[src/assert_macros.svh]
// Assertion macros shared by the occurrence table RTL.
// Depends on nothing; included by files that carry assertions.
`ifndef ASSERT_MACROS_SVH
`define ASSERT_MACROS_SVH

// Clocked property, disabled while reset is asserted (active low).
`define VOT_ASSERT(label, clk, rst_n, prop, msg) \
    label: assert property (@(posedge clk) disable iff (!(rst_n)) (prop)) else $error(msg);

// Clocked property that is also checked during reset.
`define VOT_ASSERT_ALWAYS(label, clk, prop, msg) \
    label: assert property (@(posedge clk) (prop)) else $error(msg);

`endif

[src/vot_ram.sv]
// Generic single-port-write, single-port-read RAM with registered read data.
// Depends on nothing.
module vot_ram #(
    parameter int WIDTH = 8,
    parameter int DEPTH = 16
) (
    input  logic                     i_clk,
    input  logic                     i_we,
    input  logic [$clog2(DEPTH)-1:0] i_waddr,
    input  logic [WIDTH-1:0]         i_wdata,
    input  logic                     i_re,
    input  logic [$clog2(DEPTH)-1:0] i_raddr,
    output logic [WIDTH-1:0]         o_rdata
);

    logic [WIDTH-1:0] r_mem [DEPTH];
    logic [WIDTH-1:0] r_rdata;

    always_ff @(posedge i_clk) begin
        if (i_we) begin
            r_mem[i_waddr] <= i_wdata;
        end
        if (i_re) begin
            r_rdata <= r_mem[i_raddr];
        end
    end

    assign o_rdata = r_rdata;

endmodule
[config.mk]
export PLATFORM = sky130hd
export DESIGN_NAME = vot_ram
export DESIGN_NICKNAME = d
export VERILOG_FILES = /design/src/assert_macros.svh /design/src/vot_ram.sv
export SDC_FILE = /design/constraint.sdc
export NUM_CORES = 1
export LEC_CHECK = 0
export BUFFER_PORTS_ARGS = -buffer_cell sky130_fd_sc_hd__buf_2
export CORE_MARGIN = 3
export CORE_UTILIZATION = 65
export CTS_CLUSTER_DIAMETER = 120
export DETAILED_ROUTE_END_ITERATION = 8
export GPL_ROUTABILITY_DRIVEN = 1
export PLACE_DENSITY = 0.84
export SLEW_MARGIN = 20
export SYNTH_ARGS = -nofsm -noshare
export SYNTH_HDL_FRONTEND = slang
export SYNTH_SLANG_ARGS = --single-unit
[constraint.sdc]
create_clock -name i_clk -period 3.71 [get_ports i_clk]
set_input_delay 0.371 -clock i_clk [delete_from_list [all_inputs] [get_ports i_clk]]
set_output_delay 0.371 -clock i_clk [all_outputs]
set_load 0.01 [all_outputs]
==> out/qor.txt <==
Clock Skew = 0.006930 ns
detailed-placement wirelength estimate = 5535 µm
Synth Instances = 229
initial antenna violation count = 0
EDFF count, synth = 136
postcts setup bufs = 0
Crit-path slowest cell = buf_2
top cell type's share of synthesized area = 0.7812
Placeable Area = 7767 µm²
most frequent cell after synthesis = edfxtp_1
Crit Reg-Reg Startpoint = r_mem[7][6]
GR Util All Layers = 0.2539
syn avg cell area = 22.83 µm²
worst-margin pin slew = 0.9317 ns
Sw Ratio = 0.2100
final setup margin = 1.831 ns
GRT overflow = 0
clk buf depth = 2
nets@finish = 289
# DRC = 0
Comb pwr share = 0.044
Diodes inserted = 0
register area share after synthesis = 0.7812
met3 wire length = 751 µm
DRT met1 WL = 4294 µm
max layer used = met4
DR WL met2 = 4976 µm
crit path cell chain = buf_2 > buf_4 > mux4_1 > a22oi_1 > nand2_1
row count = 32
Port Buffers = 26
Design Area, Final = 6012 µm²
Worst-Skew Late Latency = 0.52 ns
root buf cell = clkbuf_8
fmax = 0.5322 GHz
Filler Cell Count = 394
post-synthesis cell type count = 18
Reg power frac = 0.500
worst min-delay path class = in -> reg
Mapped Nets = 248
dominant cell type by area after synthesis = edfxtp_1
Reg clk slew, reported paths = 0.06 ns
crit start category = primary input
post-cts hold buffer count = 0
Synth Cell Area = 5228 µm²
Internal Power = 0.002752 W
DR vias = 2,496
max incr delay on CP = 0.64 ns
async set or reset register ratio after synthesis = 0
Finished Core Util = 0.7740
Max VDD drop = 0.0004035 V
outcome = finished, final reports clean
Die Ht = 95.68 µm
DP Area = 5444 µm²
CP Class = in -> reg
PwrDens = 579.5 nW/µm²
largest net degree at the start of global routing = 33
Via density = 6.483
crit path max fanout = 27
RSZ-0062 raised after global routing = no
area delta synth->final = 15.01%
first-pass iteration count of the detailed router = 4
CTS Buf Count = 17
Slew Limit Fails = 0
Antenna Violating Nets Remaining = 0
#FFs+latches synth = 136
endpoint type of the worst setup path = flop
RePlAce Congestion = 0.7423
Synth Warn # = 0
Clock H-tree levels = 4
wire per inst = 26.41 µm
commonest cells in the netlist = 136 x edfxtp_1, 18 x mux4_2, 16 x a22oi_1, 14 x mux4_1, 13 x nor2_1
static leakage = 2.012 nW
Initial Utilization = 0.6730
Final Setup Violations = 0
WP buf/inv = 2
CTS resizes = 0
CTS tree = yes
CP required = 3.97 ns
violation count after the first detailed-routing iteration = 296
Crit path max-delay family = buffers and inverters
share of layout cells above drive strength 1 = 0.2898
full die area = 9155 µm²
Period Utilization, post-route = 0.5065
vias in the first global route = 2,503
P_sw = 0.0007318 W
largest cells by area after synthesis = edfxtp_1 78%, mux4_2 7.8%, mux4_1 7.0%
top_reg_cell synth = edfxtp_1
global-route wire length before repair = 15,380 µm
I/O pin count = 27
shortest clock period the worst path allows after layout = 1.879 ns
TNS Setup = 0 ns
Final Hold Fails = 0
CP Data Arrival Time = 2.14 ns
Sink Count = 136
Layout Cells excl Fill = 385
clock share of power = 0.456
Rel. slew slack = 0.3766
Max Cap Viol = 0
Inst Count DP = 353
Chip Width = 95.68 µm
worst slack at placement = 1.283 ns
final WL = 10,170 µm
launch point of the worst path = i_raddr[0]
Hold Startpoint = i_re
-- power groups by stage --
| stage | Sequential [W] | Clock, W | Combinational (W) |
|---|---|---|---|
| finish | 0.00174 | 0.00159 | 0.000152 |
| global route | 0.00174 | 0.00168 | 0.000164 |
| CTS | 0.00174 | 0.00160 | 0.000153 |
| detailed placement | 0.00177 | 0 | 0.000149 |
| global placement | 0.00177 | 0 | 0.000146 |
| floorplan | 0.00177 | 0 | 0.0000874 |
-- path summary, 6_finish.rpt --
kind                endpoint  slack [ns]  cells after the start
setup / recovery  o_rdata[4]        1.83                      5
hold / removal    o_rdata[3]        0.22                      1
setup reg to reg  o_rdata[6]        2.15                      3
hold reg to reg   o_rdata[1]        0.75                      3
-- sequential cells by signal (all words and copies together), names as in the netlist --
signal and flops:
o_rdata 8, r_mem 128
-- worst reg2reg max path, stage by stage (launching register included) --
cell      delay, ns
edfxtp_1       0.42
mux4_2         0.50
a22oi_1        0.28
nand2_1        0.10
-- cells by family (layout without fill, tap and decap cells) --
group	Yosys count	count (layout)	share of synthesized area
AOI/OAI and AO/OA	16	16	0.02298
buffers and inverters	10	64	0.01651
DFF	136	136	0.7812
muxes	32	32	0.1479
and+or+nand+nor	35	35	0.03136
-- layout make-up --
class                      instances  area, µm²  area share
tap                              102      127.6     0.02123
sequential                       136       4084      0.6793
multi-input combinational         83       1057      0.1759
timing repair buffer              32      175.2     0.02914
clock buffer                      18      417.9     0.06951
clock inverter                    14      150.1     0.02497
-- cells in the final DEF, fill, tap and decap left out, types with 4 or more instances in the layout --
cell and instances:
mux4_2 18, buf_2 26, nor2_1 13, clkinv_4 4
mux4_1 14, edfxtp_1 136, clkbuf_16 16, nor3_1 4
buf_4 6, a22oi_1 16, nand2_1 9
-- routing by layer --
layer	GRT usage	up-vias
li1	-	1062
met1	0.3643	1286
met2	0.3717	134
met3	0.08445	14
met4	0.09123	0
met5	0	-
-- per-stage QoR --
stage	hold slack (ns)	power (W)
floorplan	0.4699	0.001861
global placement	0.7277	0.001917
detailed placement	0.7269	0.001923
CTS	0.1939	0.003500
global route	0.1964	0.003587
finish	0.2206	0.003484
Power figures use the tool's default switching activity.
